==> src/hdl/srg_pkg.sv <==
// Shared types and constants for the shade ramp generator.
// Used by srg_front, srg_queue, srg_back and shade_ramp_generator_unit; no dependencies.
package srg_pkg;

   localparam int QueueDepth = 2;

   localparam logic [5:0] RampMid  = 6'd32;
   localparam logic [5:0] RampLast = 6'd63;

   // floor(n/31) == (n * RecipK) >> RecipShift for every n below 34952
   localparam logic [15:0] RecipK     = 16'd33826;
   localparam int          RecipShift = 20;

   localparam logic [5:0] ChanMax5 = 6'd31;
   localparam logic [5:0] ChanMax6 = 6'd63;

   // one colour cut to pixel precision, with the format it was cut for
   typedef struct packed {
      logic       fmt565;
      logic [4:0] red;
      logic [5:0] green;
      logic [4:0] blue;
   } chan_type;

endpackage

==> src/hdl/shade_ramp_generator_unit.sv <==
// Shade ramp generator: one 24-bit colour in, 64 packed 5/6/5 or 5/5/5 pixels out.
// The first word of a ramp passes the queue, the stage-1 register and the output register.
// Throughput: one word per cycle while rsp_tready holds; the entry counter gives 64 words per colour.
// Reset (synchronous, active high) empties the queue, clears the pipeline and
// selects 5/5/5 pixels.
// Depends on srg_pkg, srg_front, srg_queue and srg_back.
module shade_ramp_generator_unit #(
   parameter int QUEUE_DEPTH = srg_pkg::QueueDepth
) (
   input  logic        clock,
   input  logic        reset,
   // format register: 1 selects 5/6/5, 0 selects 5/5/5
   input  logic        csr_wr_en,
   input  logic        csr_wr_data,
   // colour words
   input  logic        req_tvalid,
   output logic        req_tready,
   input  logic [23:0] req_tdata,   // [23:0] rgb_color
   // ramp words
   output logic        rsp_tvalid,
   input  logic        rsp_tready,
   output logic [23:0] rsp_tdata,   // [5:0] entry_index, [21:6] packed_pixel, [23:22] zero
   output logic        rsp_tlast    // last_entry
);

   srg_pkg::chan_type push_data;
   srg_pkg::chan_type head_data;
   logic              push_valid;
   logic              push_ready;
   logic              head_valid;
   logic              head_pop;

   // front: latch the format, cut each colour to channel levels
   srg_front u_front (
      .clock       (clock),
      .reset       (reset),
      .csr_wr_en   (csr_wr_en),
      .csr_wr_data (csr_wr_data),
      .req_tvalid  (req_tvalid),
      .req_tready  (req_tready),
      .req_tdata   (req_tdata),
      .push_valid  (push_valid),
      .push_ready  (push_ready),
      .push_data   (push_data)
   );

   // hold waiting colours so the front keeps accepting while a ramp drains
   srg_queue #(
      .DEPTH (QUEUE_DEPTH)
   ) u_queue (
      .clock      (clock),
      .reset      (reset),
      .push_valid (push_valid),
      .push_ready (push_ready),
      .push_data  (push_data),
      .pop_valid  (head_valid),
      .pop_ready  (head_pop),
      .pop_data   (head_data)
   );

   // back: advance through entries 0..63, drop the head colour after entry 63
   srg_back u_back (
      .clock      (clock),
      .reset      (reset),
      .head_valid (head_valid),
      .head_pop   (head_pop),
      .head_data  (head_data),
      .rsp_tvalid (rsp_tvalid),
      .rsp_tready (rsp_tready),
      .rsp_tdata  (rsp_tdata),
      .rsp_tlast  (rsp_tlast)
   );

endmodule

==> src/hdl/srg_front.sv <==
// Front end: holds the format register, accepts colours and cuts them to channel levels.
// Depends on srg_pkg.
module srg_front (
   input  logic              clock,
   input  logic              reset,
   input  logic              csr_wr_en,
   input  logic              csr_wr_data,
   input  logic              req_tvalid,
   output logic              req_tready,
   input  logic [23:0]       req_tdata,
   output logic              push_valid,
   input  logic              push_ready,
   output srg_pkg::chan_type push_data
);

   logic fmt565_ff;
   logic fmt565_in;

   assign fmt565_in = csr_wr_en ? csr_wr_data : fmt565_ff;

   always_ff @(posedge clock) begin
      if (reset) begin
         fmt565_ff <= 1'b0;
      end else begin
         fmt565_ff <= fmt565_in;
      end
   end

   assign req_tready = push_ready;
   assign push_valid = req_tvalid;

   always_comb begin
      push_data.fmt565 = fmt565_ff;
      push_data.red    = req_tdata[23:19];
      push_data.green  = fmt565_ff ? req_tdata[15:10] : {1'b0, req_tdata[15:11]};
      push_data.blue   = req_tdata[7:3];
   end

endmodule

==> src/hdl/srg_queue.sv <==
// Short queue of classified colours between the front end and the ramp sequencer.
// Depends on srg_pkg.
module srg_queue #(
   parameter int DEPTH = srg_pkg::QueueDepth
) (
   input  logic              clock,
   input  logic              reset,
   input  logic              push_valid,
   output logic              push_ready,
   input  srg_pkg::chan_type push_data,
   output logic              pop_valid,
   input  logic              pop_ready,
   output srg_pkg::chan_type pop_data
);

   localparam int PW = (DEPTH > 1) ? $clog2(DEPTH) : 1;
   localparam int CW = $clog2(DEPTH + 1);

   srg_pkg::chan_type store_ff [DEPTH];
   logic [PW-1:0] wr_ptr_ff, wr_ptr_in;
   logic [PW-1:0] rd_ptr_ff, rd_ptr_in;
   logic [CW-1:0] count_ff, count_in;
   logic          do_push;
   logic          do_pop;

   assign push_ready = (count_ff != CW'(DEPTH));
   assign pop_valid  = (count_ff != '0);
   assign pop_data   = store_ff[rd_ptr_ff];
   assign do_push    = push_valid && push_ready;
   assign do_pop     = pop_valid && pop_ready;

   always_comb begin
      wr_ptr_in = wr_ptr_ff;
      rd_ptr_in = rd_ptr_ff;
      count_in  = count_ff;
      if (do_push) begin
         wr_ptr_in = (wr_ptr_ff == PW'(DEPTH - 1)) ? '0 : wr_ptr_ff + 1'b1;
      end
      if (do_pop) begin
         rd_ptr_in = (rd_ptr_ff == PW'(DEPTH - 1)) ? '0 : rd_ptr_ff + 1'b1;
      end
      if (do_push && !do_pop) begin
         count_in = count_ff + 1'b1;
      end else if (do_pop && !do_push) begin
         count_in = count_ff - 1'b1;
      end
   end

   always_ff @(posedge clock) begin
      if (reset) begin
         wr_ptr_ff <= '0;
         rd_ptr_ff <= '0;
         count_ff  <= '0;
      end else begin
         wr_ptr_ff <= wr_ptr_in;
         rd_ptr_ff <= rd_ptr_in;
         count_ff  <= count_in;
      end
   end

   always_ff @(posedge clock) begin
      if (do_push) begin
         store_ff[wr_ptr_ff] <= push_data;
      end
   end

endmodule

==> src/hdl/srg_back.sv <==
// Back end: steps through the 64 ramp entries of the head colour in a two-stage pipeline.
// Depends on srg_pkg.
module srg_back (
   input  logic              clock,
   input  logic              reset,
   input  logic              head_valid,
   output logic              head_pop,
   input  srg_pkg::chan_type head_data,
   output logic              rsp_tvalid,
   input  logic              rsp_tready,
   output logic [23:0]       rsp_tdata,
   output logic              rsp_tlast
);

   typedef struct packed {
      logic [5:0]  idx;
      logic        fmt565;
      logic        dark;
      logic [10:0] sum_r;
      logic [10:0] sum_g;
      logic [10:0] sum_b;
   } stage_type;

   // dark half: c*e; light half: 31c + j(m-c) + 15, so that a floor by 31 rounds
   function automatic logic [10:0] ramp_sum(input logic [5:0] c, input logic [5:0] m,
                                            input logic [5:0] e);
      logic [5:0]  d;
      logic [11:0] dk;
      logic [11:0] lt;
      d  = m - c;
      dk = 12'(c) * 12'(e);
      lt = 12'(c) * 12'd31 + 12'(e[4:0]) * 12'(d) + 12'd15;
      return (e <= srg_pkg::RampMid) ? dk[10:0] : lt[10:0];
   endfunction

   function automatic logic [5:0] ramp_level(input logic [10:0] n, input logic dark);
      logic [5:0]  q;
      logic [4:0]  r;
      logic        inc;
      logic [26:0] prod;
      q    = n[10:5];
      r    = n[4:0];
      inc  = (r > 5'd16) || ((r == 5'd16) && q[0]);
      prod = 27'(n) * 27'(srg_pkg::RecipK);
      return dark ? (q + 6'(inc)) : prod[srg_pkg::RecipShift+5:srg_pkg::RecipShift];
   endfunction

   logic [5:0]  cnt_ff, cnt_in;
   logic        s1_valid_ff;
   stage_type   s1_ff, s1_in;
   logic        out_valid_ff;
   logic [5:0]  out_idx_ff;
   logic [15:0] out_pix_ff, out_pix_in;
   logic        advance;
   logic        issue;
   logic [5:0]  gmax;
   logic [5:0]  lvl_r, lvl_g, lvl_b;

   assign advance  = !out_valid_ff || rsp_tready;
   assign issue    = head_valid && advance;
   assign head_pop = issue && (cnt_ff == srg_pkg::RampLast);
   assign cnt_in   = issue ? cnt_ff + 1'b1 : cnt_ff;
   assign gmax     = head_data.fmt565 ? srg_pkg::ChanMax6 : srg_pkg::ChanMax5;

   always_comb begin
      s1_in.idx    = cnt_ff;
      s1_in.fmt565 = head_data.fmt565;
      s1_in.dark   = (cnt_ff <= srg_pkg::RampMid);
      s1_in.sum_r  = ramp_sum({1'b0, head_data.red}, srg_pkg::ChanMax5, cnt_ff);
      s1_in.sum_g  = ramp_sum(head_data.green, gmax, cnt_ff);
      s1_in.sum_b  = ramp_sum({1'b0, head_data.blue}, srg_pkg::ChanMax5, cnt_ff);
   end

   always_comb begin
      lvl_r = ramp_level(s1_ff.sum_r, s1_ff.dark);
      lvl_g = ramp_level(s1_ff.sum_g, s1_ff.dark);
      lvl_b = ramp_level(s1_ff.sum_b, s1_ff.dark);
      if (s1_ff.fmt565) begin
         out_pix_in = {lvl_r[4:0], lvl_g, lvl_b[4:0]};
      end else begin
         out_pix_in = {1'b0, lvl_r[4:0], lvl_g[4:0], lvl_b[4:0]};
      end
   end

   always_ff @(posedge clock) begin
      if (reset) begin
         cnt_ff       <= '0;
         s1_valid_ff  <= 1'b0;
         out_valid_ff <= 1'b0;
      end else begin
         cnt_ff <= cnt_in;
         if (advance) begin
            s1_valid_ff  <= issue;
            out_valid_ff <= s1_valid_ff;
         end
      end
   end

   always_ff @(posedge clock) begin
      if (advance) begin
         s1_ff      <= s1_in;
         out_idx_ff <= s1_ff.idx;
         out_pix_ff <= out_pix_in;
      end
   end

   assign rsp_tvalid = out_valid_ff;
   assign rsp_tdata  = {2'b00, out_pix_ff, out_idx_ff};
   assign rsp_tlast  = (out_idx_ff == srg_pkg::RampLast);

endmodule
==> config.mk <==
export PLATFORM = sky130hd
export DESIGN_NAME = shade_ramp_generator_unit
export DESIGN_NICKNAME = d
export VERILOG_FILES = /design/src/hdl/srg_pkg.sv /design/src/hdl/shade_ramp_generator_unit.sv /design/src/hdl/srg_front.sv /design/src/hdl/srg_queue.sv /design/src/hdl/srg_back.sv
export SDC_FILE = /design/constraint.sdc
export NUM_CORES = 1
export LEC_CHECK = 0
export BUFFER_PORTS_ARGS = -buffer_cell sky130_fd_sc_hd__buf_4
export CAP_MARGIN = 15
export CORE_AREA = 2 2 156 158
export DETAILED_ROUTE_END_ITERATION = 16
export DIE_AREA = 0 0 158 160
export PLACE_DENSITY = 0.94
export SETUP_SLACK_MARGIN = 0.05
export SKIP_CTS_REPAIR_TIMING = 1
export SLEW_MARGIN = 20
export SYNTH_ARGS = -nofsm -noshare
export SYNTH_HDL_FRONTEND = slang
export SYNTH_HIERARCHICAL = 1
export SYNTH_SLANG_ARGS = --single-unit
==> constraint.sdc <==
create_clock -name clock -period 7.4 [get_ports clock]
set_input_delay 1.48 -clock clock [delete_from_list [all_inputs] [get_ports clock]]
set_output_delay 1.48 -clock clock [all_outputs]
set_load 0.02 [all_outputs]
# After elaboration in Yosys (flattened, before gate mapping)
# Memory sizes are Yosys's and may differ from the RTL's. A register that Yosys moved wholly into a read port is not among the register bits.
# Index checks and enable logic that the tools add are counted.
totals:
  n_memories: 1
  in_bits: 30
  register_bits: 76
  ramBits: 34
  out_inout_bits: 27
classes:
  reduce_logical: 18
  order_cmp: 4
  addsub: 17
  eq_ne: 6
  n_mux: 17
  mul: 12
mem_list:
  columns: ["memory", "words", "word_bits", "read_ports", "rd_ports_with_merged_regs", "write_ports", "line", "text"]
  rows:
  - ["u_queue.store_ff", 2, 17, 1, 1, 1, "srg_queue.sv:19", "srg_pkg::chan_type store_ff [DEPTH];"]
op_table:
  columns: ["operator", "count"]
  rows:
  - ["multiplier 5 x 6 -> 11 bit", 5]
  - ["multiplier 11 x 15 -> 24 bit (second input constant)", 2]
  - ["adder 11 x 4 -> 11 bit (second input constant)", 3]
  - ["two-way mux 11 bit", 3]
  - ["multiplier 11 x 15 -> 25 bit (second input constant)", 1]
  - ["adder 10 x 11 -> 11 bit", 2]
  - ["multiplier 5 x 5 -> 10 bit (second input constant)", 2]
  - ["two-way mux 6 bit", 3]
  - ["equality test 5 bit (second input constant)", 3]
  - ["greater-than comparator 5 bit (second input constant)", 3]
  - ["two-way mux 15 bit", 1]
  - ["equality test 6 bit (second input constant)", 2]
  - ["subtractor 5 x 5 -> 6 bit (first input constant)", 2]
  - ["adder 11 bit", 1]
  - ["multiplier 6 x 5 -> 11 bit (second input constant)", 1]
  - ["multiplier 6 x 6 -> 11 bit", 1]
  - ["adder 5 x 1 -> 5 bit", 2]
  - ["two-way mux 5 bit", 2]
  - ["logical AND 1 bit", 9]
  - ["adder 6 x 1 -> 6 bit", 1]
  - ["adder 6 x 1 -> 6 bit (second input constant)", 1]
  - ["<= comparator 6 bit (second input constant)", 1]
  - ["two-way mux 1 bit", 6]
  - ["subtractor 6 bit", 1]
  - ["8 further kinds", 16]

# Depth between registers and ports, before layout
# Gate-level depths: netlist of run 1.
depth:
  depth_word: 8
  mapped_depth: 23
  depth_no_buf: 20

# Modules after synthesis
# The synthesis of run 1 kept the hierarchy.
modules_own_cells:
  columns: ["mod", "cells_per_inst", "n_inst", "area_per_inst_um2"]
  rows:
  - ["srg_back", 1387, 1, 13508.0]
  - ["srg_queue", 77, 1, 1447.6]
  - ["srg_front", 23, 1, 225.2]

# Least setup slack after synthesis of run 1
# Ideal clock, no wire load.
synth_timing:
  kind: "register to register"
  start: "reg (tool-made name)"
  end: "reg u_back/s1_ff[32] in the netlist's numbering, data pin"
  arrival_ns: 5.580
  path_buffers: 3
  setup_time_ns: 0.272
  setup_slack_ns: 1.549
  period_less_slack_ns: 5.851
  stages_incl_launch_ff: 24
  required_time_ns: 7.128
  path_cell_list: "dfxtp_1 buf_2 buf_4 mux2_2 clkbuf_1 inv_1 nand2_1 fa_1 fa_1 inv_1 fa_1 fa_1 inv_1 fa_1 inv_1 ha_1 a21o_1 a21oi_1 o21bai_1 a21oi_1 o21bai_1 a21oi_1 xor2_1 mux2i_1"
synth_lines:
  columns: ["element", "line", "text"]
  rows:
  - ["end signal: assignment", "srg_back.sv:101", "s1_ff <= s1_in;"]
  - ["end: declaration", "srg_back.sv:50", "stage_type s1_ff, s1_in;"]

==> results.md, run 1 <==
- Max-slew violation count: 0
- Layout cells sized above 1: 7.477%
- Post-synthesis sequential area ratio: 21.03%
- Initial cell density of the core: 63.73%
- Switching Fraction: 45.79%
- Mapped Area: 0.01518 mm²
- Maximum number of pins on one net before global-route repair: 65
- Post-synth EDFFs: 97
- Worst hold stages: 0
- YS warnings: 6
- Initial antenna violation count: 0
- Minimum clock period after layout: 6.559 ns
- Number of global-route vias before repair: 11430
- Reg clk slew, reported paths: 0.09 ns
- Period utilization: 88.64%
- CP Max Fanout: 17
- Setup crit start kind: flop
- Clk root buf: clkbuf_16
- CP required: 7.57 ns
- Die area: 0.02528 mm²
- Worst path most repeated cell: fa_1
- Crit path largest cell delay: 0.83 ns
- Cells after synthesis: 1487
- Layout Nets: 1985
- Layout area overhead: 5.670%
- Worst path cell trace: mux2_2 > inv_1 > nand2_1 > fa_1 > inv_1 > ha_1 > fa_1 > fa_1 > inv_1 > fa_1 > inv_1 > fa_1 > a21o_1 > a21oi_1 > o21bai_1 > a21oi_1 > o21bai_1 > a21oi_1 > xnor2_1 > mux2i_1
- Die H: 160 µm
- Avg Cell Area, Syn: 10.21 µm²
- Cell row count: 57
- N_diodes: 0
- Clock buffer count from CTS: 9
- Worst reg2reg setup slack: 0.84 ns
- H-tree lvl count: 3
- Worst slew pin tran: 0.9672 ns
- RSZ-0062 raised after global routing: no
- GPL Wtd Cong: 0.8943
- Sw Pwr: 1.954 mW
- Maximum vdd ir drop: 0.2283 mV
- Drt wl/cell: 16.73 µm
- Hold crit path type: flop to flop
- CORE AREA: 0.02382 mm²
- Detailed Place HPWL: 23680 µm
- Asr flop ratio synth: 0%
- Total track usage: 26.26%
- Post-layout util: 67.34%
- CP endpoint kind: flop
- Setup CP Type: flop to flop
- Maxcap violations: 0
- Total negative setup slack: 0 ns
- CP arrival: 6.73 ns
- Worst rel slew slack: 35.43%
- First-pass GRT wire length: 52540 µm
- Iteration count of the initial detailed-routing pass: 5
- Latest clock arrival within the worst-skew pair: 0.38 ns
- Max stage delay cell, worst path: dfxtp_1
- Synth Flop Type: edfxtp_1
- DRT Wirelength: 30490 µm
- Internal: 2.314 mW
- Die X: 158 µm
- Logic pwr share: 67.8%
- Clock power frac: 12.0%
- I/O Buffers: 46
- Final Hold Viols: 0
- Antenna-violating nets left: 0
- I/O pin total: 57
- Most common cell after layout, fill and taps aside: ha_1
- Leakage power: 8.597 nW
- Total number of vias: 10440
- Global route overflow: 0
- Clock sink total: 111
- Synth unique cells: 63
- Sequential share of power: 20.2%
- Synth Register Bits: 111
- CTS tree: yes
- # DRC: 0
- Initial drt markers: 573
- # fillers: 1671
- Status: completed
- Worst setup endpoint: u_back/s1_ff[21]
- Setup skew after layout: 0.01313 ns
- P per Cell Area: 266.1 mW/mm²
- CTS max path bufs: 2
- Most frequent cells in the layout: ha_1 (299), inv_1 (262), fa_1 (163)
- Worst Reg-to-Reg Cells: 20
- Final setup viols: 0
- FMAX: 152.5 MHz
- Crit Reg-Reg Endpoint: u_back/s1_ff[21]
- Number of vias per cell: 5.730
==> logic make-up after synthesis <==
kind of cell               count (synthesis)  share of synthesized area, %
adders and majority gates                462                         46.14
buffers and inverters                    327                         8.563
and+or+nand+nor                          305                         9.734
AOI/OAI and AO/OA                        163                         6.792
DFF                                      111                         21.03
xor gates and xnor gates                  75                         4.327
muxes                                     43                         3.388
other                                      1                       0.02470
==> power groups by stage <==
| stage | Clock (mW) | Sequential (mW) | Combinational (mW) |
|---|---|---|---|
| floorplan | 0 | 0.879 | 2.22 |
| global placement | 0 | 0.869 | 2.66 |
| detailed placement | 0 | 0.876 | 2.85 |
| CTS | 0.525 | 0.863 | 2.89 |
| global route | 0.544 | 0.872 | 3.33 |
| finish | 0.514 | 0.862 | 2.89 |
==> registers in the layout (all words and copies together) (netlist names), named ones only <==
name and flops:
u_back/rsp_tvalid 1, u_queue/count_ff 2, u_back/out_pix_ff 16, u_back/s1_ff 41, u_front/fmt565_ff 1, u_queue/wr_ptr_ff 1
u_queue/store_ff 34, u_back/out_idx_ff 6, u_back/cnt_ff 6, u_back/s1_valid_ff 1, u_queue/rd_ptr_ff 1
==> critical path, delay by kind of cell (launching register included) <==
kind / cells / cell delay [ns]
AO/OA/AOI/OAI: 6 / 1.08
XOR/XNOR: 1 / 0.09
adder cells (fa/ha/maj): 6 / 2.94
buffers and inverters: 4 / 0.42
flip-flops: 1 / 0.83
multiplexers: 2 / 0.83
AND/OR/NAND/NOR: 1 / 0.13
==> cell usage after synthesis, drive strengths merged, types with 2 or more instances <==
| master | count | area share (%) |
|---|---|---|
| a21oi | 66 | 2.2 |
| a31oi | 6 | 0.25 |
| xor2 | 30 | 1.7 |
| clkbuf | 38 | 0.94 |
| nand3 | 17 | 0.56 |
| o211a | 3 | 0.20 |
| o21a | 2 | 0.099 |
| o21ai | 26 | 0.88 |
| o211ai | 5 | 0.25 |
| ha | 299 | 25 |
| nor3 | 7 | 0.23 |
| mux2 | 32 | 2.5 |
| xnor2 | 45 | 2.6 |
| nand2 | 97 | 2.4 |
| dfxtp | 14 | 1.8 |
| or2 | 3 | 0.12 |
| nor4 | 3 | 0.12 |
| buf | 25 | 1.1 |
| nand2b | 10 | 0.41 |
| mux2i | 9 | 0.59 |
| fa | 163 | 21 |
| nor2b | 35 | 1.4 |
| o21bai | 24 | 1.2 |
| a21o | 12 | 0.59 |
| inv | 263 | 6.5 |
| edfxtp | 97 | 19 |
| nand4 | 9 | 0.37 |
| or3 | 5 | 0.21 |
| a21boi | 2 | 0.099 |
| and2 | 42 | 1.7 |
| nor3b | 3 | 0.15 |
| nor2 | 68 | 1.7 |
| mux4 | 2 | 0.30 |
| a211oi | 5 | 0.28 |
| and3 | 4 | 0.17 |
==> final cells by class <==
class / count / area, µm² / area share, %
multi-input cells: 1050 / 10700 / 66.72
clock inverters: 7 / 96.34 / 0.6006
well taps: 324 / 405.4 / 2.527
flip-flops and latches: 111 / 3193 / 19.90
inverters: 264 / 991.0 / 6.177
clock buffers: 9 / 225.2 / 1.404
repair buffers: 57 / 427.9 / 2.668
==> metal layers <==
layer / wire (µm) / part of all wire [%] / up-vias / GRT usage [%]
met3: 1920 / 6.3 / 82 / 3.989
met4: 994 / 3.3 / 0 / 11.34
met1: 12060 / 40 / 5129 / 32.34
li1: - / - / 4880 / -
met2: 15510 / 51 / 349 / 45.65
met5: 0 / 0 / - / 0
==> how the worst min path moves through the flow <==
| stage | end | from | slack, ns |
|---|---|---|---|
| after floorplan | u_back/out_idx_ff[0] | u_back/s1_ff[35] | 0.40 |
| after global placement | u_back/out_idx_ff[1] | u_back/s1_ff[36] | 0.40 |
| after global routing | u_back/out_idx_ff[2] | u_back/s1_ff[37] | 0.46 |
| after detailed placement | u_back/out_idx_ff[3] | u_back/s1_ff[38] | 0.41 |
| final | u_back/out_idx_ff[3] | u_back/s1_ff[38] | 0.43 |
| after CTS | u_back/out_idx_ff[3] | u_back/s1_ff[38] | 0.43 |
==> stage by stage <==
step | worst slack (ns) | area [µm²] | power [mW] | hold slack (ns) | std cells
after global placement | 1.097 | 15720 | 3.527 | 0.4043 | 1806
after CTS | 0.8788 | 16040 | 4.279 | 0.4266 | 1822
final | 0.8405 | 16040 | 4.268 | 0.4271 | 1822
after global routing | 0.5726 | 16040 | 4.744 | 0.4550 | 1822
after floorplan | 1.549 | 15180 | 3.101 | 0.4003 | 1488
after detailed placement | 0.9158 | 15720 | 3.727 | 0.4054 | 1806
(Power assumes the default switching activity.)
==> inputs of run 2 (changes only) <==
--- a/config.mk
+++ b/config.mk
@@ -7,10 +7,11 @@
 export LEC_CHECK = 0
 export BUFFER_PORTS_ARGS = -buffer_cell sky130_fd_sc_hd__buf_4
 export CAP_MARGIN = 15
-export CORE_AREA = 2 2 156 158
+export CORE_AREA = 2 2 164 166
 export DETAILED_ROUTE_END_ITERATION = 16
-export DIE_AREA = 0 0 158 160
-export PLACE_DENSITY = 0.94
+export DIE_AREA = 0 0 166 168
+export PLACE_DENSITY = 0.9
+export RECOVER_POWER = 100
 export SETUP_SLACK_MARGIN = 0.05
 export SKIP_CTS_REPAIR_TIMING = 1
 export SLEW_MARGIN = 20
==> constraint.sdc (replaced) <==
create_clock -name clock -period 5.7 [get_ports clock]
set_input_delay 1.14 -clock clock [delete_from_list [all_inputs] [get_ports clock]]
set_output_delay 1.14 -clock clock [all_outputs]
set_load 0.02 [all_outputs]
==> results.md, run 2 (synthesis gave the netlist of run 1 again) <==
- Leakage power: 8.646 nW (was 8.597 nW)
- Global route overflow: 0 (unchanged)
- Layout cells sized above 1: 9.942% (was 7.477%)
- Worst path cell trace: buf_12 > mux2_2 > inv_2 > nand2_1 > fa_1 > fa_1 > inv_1 > fa_1 > fa_1 > inv_1 > fa_1 > inv_1 > ha_4 > a21o_1 > a21oi_2 > o21bai_1 > a21oi_2 > o21bai_1 > a21oi_1 > xnor2_1 > mux2i_1 (was mux2_2 > inv_1 > nand2_1 > fa_1 > inv_1 > ha_1 > fa_1 > fa_1 > inv_1 > fa_1 > inv_1 > fa_1 > a21o_1 > a21oi_1 > o21bai_1 > a21oi_1 > o21bai_1 > a21oi_1 > xnor2_1 > mux2i_1)
- I/O Buffers: 46 (unchanged)
- Cell row count: 60 (was 57)
- Most common cell after layout, fill and taps aside: ha_1 (unchanged)
- CTS max path bufs: 2 (unchanged)
- Crit path buffers/inverters: 5 (was 4)
- N_diodes: 0 (unchanged)
- Final WS setup: 0.1257 ns (was 0.8405 ns)
- Post-DP Area: 0.01607 mm² (was 0.01572 mm²)
- RSZ-0062 raised after global routing: yes (was no)
- Met1 Wirelength: 12870 µm (was 12060 µm)
- Iteration count of the initial detailed-routing pass: 5 (unchanged)
- Setup crit start kind: flop (unchanged)
- GPL Wtd Cong: 0.8566 (was 0.8943)
- H-tree lvl count: 3 (unchanged)
- P per Cell Area: 377.1 mW/mm² (was 266.1 mW/mm²)
- Initial drt markers: 516 (was 573)
- Critical path depth: 21 (was 20)
- Latest clock arrival within the worst-skew pair: 0.37 ns (was 0.38 ns)
- Layout area overhead: 7.962% (was 5.670%)
- Initial cell density of the core: 57.61% (was 63.73%)
- Die H: 168 µm (was 160 µm)
- Worst reg2reg setup slack: 0.13 ns (was 0.84 ns)
- Failing checks: max-capacitance violations, max-slew violations
- # DRC: 0 (unchanged)
- Antenna-violating nets left: 0 (unchanged)
- Die X: 166 µm (was 158 µm)
- Most frequent cells in the layout: ha_1 (295), inv_1 (254), fa_1 (160) (was ha_1 (299), inv_1 (262), fa_1 (163))
- Worst hold stages: 0 (unchanged)
- Top flop regs: u_back/s1_ff: 41 flops, u_queue/store_ff: 34 flops, u_back/out_pix_ff: 16 flops (unchanged)
- Final Hold Viols: 0 (unchanged)
- Die area: 0.02789 mm² (was 0.02528 mm²)
- Clock buffer count from CTS: 9 (unchanged)
- DR WL met3: 1815 µm (was 1920 µm)
- Crit Reg-Reg Endpoint: u_back/s1_ff[21] (unchanged)
- Initial antenna violation count: 0 (unchanged)
- Hold worst-path end: u_back/out_idx_ff[3] (unchanged)
- Detailed Place HPWL: 24380 µm (was 23680 µm)
- Drt wl/cell: 16.80 µm (was 16.73 µm)
- Worst path most repeated cell: fa_1 (unchanged)
- Dpl cells: 1863 (was 1806)
- Maximum vdd ir drop: 0.3330 mV (was 0.2283 mV)
- Setup CP Type: flop to flop (unchanged)
- First-pass GRT wire length: 51820 µm (was 52540 µm)
- Period utilization: 97.80% (was 88.64%)
- Maximum number of pins on one net before global-route repair: 64 (was 65)
- Status: finished with violations (was completed)
- I/O pin total: 57 (unchanged)
- Total power: 6.180 mW (was 4.268 mW)
- Clk root buf: clkbuf_16 (unchanged)
- Crit path largest cell delay: 0.56 ns (was 0.83 ns)
- Max Used Layer: met4 (unchanged)
- Worst Min Path Start: u_back/s1_ff[38] (unchanged)
- Routed length on met2: 16040 µm (was 15510 µm)
- Worst rel slew slack: -125.2% (was 35.43%)
- Total track usage: 22.64% (was 26.26%)
- Max stage delay cell, worst path: fa_1 (was dfxtp_1)
- Worst Reg-to-Reg Cells: 21 (was 20)
- Hold crit path type: flop to flop (unchanged)
- Final setup viols: 0 (unchanged)
- DP Worst Slack: -0.03491 ns (was 0.9158 ns)
- DRT Wirelength: 31590 µm (was 30490 µm)
- Minimum clock period after layout: 5.574 ns (was 6.559 ns)
- CTS tree: yes (unchanged)
- Total number of vias: 10610 (was 10440)
- Largest reg by FF count: u_back/s1_ff (unchanged)
- Clock sink total: 111 (unchanged)
- Worst slew pin tran: 3.377 ns (was 0.9672 ns)
- Max-slew violation count: 64 (was 0)
- Non-filler cells in the finished layout: 1880 (was 1822)
- CP endpoint kind: flop (unchanged)
- Largest register FFs: 41 (unchanged)
- Reg clk slew, reported paths: 0.09 ns (about the same)
- Top delay family on crit path: adder cells (unchanged)
- Setup skew after layout: 0.01283 ns (was 0.01313 ns)
- CP arrival: 5.68 ns (was 6.73 ns)
- CP required: 5.80 ns (was 7.57 ns)
- Maxcap violations: 1 (was 0)
- Number of global-route vias before repair: 11440 (was 11430)
- Final design instance area without fill: 0.01639 mm² (was 0.01604 mm²)
- FMAX: 179.4 MHz (was 152.5 MHz)
- Number of vias per cell: 5.641 (was 5.730)
- CP Max Fanout: 12 (was 17)
- CORE AREA: 0.02635 mm² (was 0.02382 mm²)
- Layout Nets: 2026 (was 1985)
==> run 2: area by class of cell <==
type	instances	area [µm²]
Sequential cell	111	3199
Multi-Input combinational cell	1050	10820
Inverter	264	991.0
Fill cell	1935	9961
Clock inverter	7	93.84
Tap cell	341	426.7
Timing Repair Buffer	98	631.9
Clock buffer	9	225.2
==> run 2: report_power, final <==
part	total [mW]	switching [mW]	internal (mW)
logic	4.40	2.48	1.93
registers	1.12	0.100	1.02
clock network	0.655	0.336	0.318
==> run 2: metrics by stage <==
step / hold slack (ns) / TNS, ns / utilization (%)
global placement: 0.4002 / 0 / 60.98
detailed placement: 0.4056 / -0.03491 / 60.98
finish: 0.4239 / 0 / 62.20
global route: 0.4354 / -0.08427 / 62.20
floorplan: 0.4003 / 0 / -
CTS: 0.4254 / -0.06788 / 62.19
==> run 2: worst max path at each step <==
stage | endpoint
floorplan | u_back/s1_ff[32]
global placement | u_back/s1_ff[10]
detailed placement | u_back/s1_ff[10]
CTS | u_back/s1_ff[10]
global route | u_back/s1_ff[21]
finish | u_back/s1_ff[21]
==> run 2: layer usage <==
layer,up-vias,track usage (%)
met1,5217,27.30
met4,0,7.637
met2,343,41.71
li1,4954,-
met3,91,3.103
met5,-,0
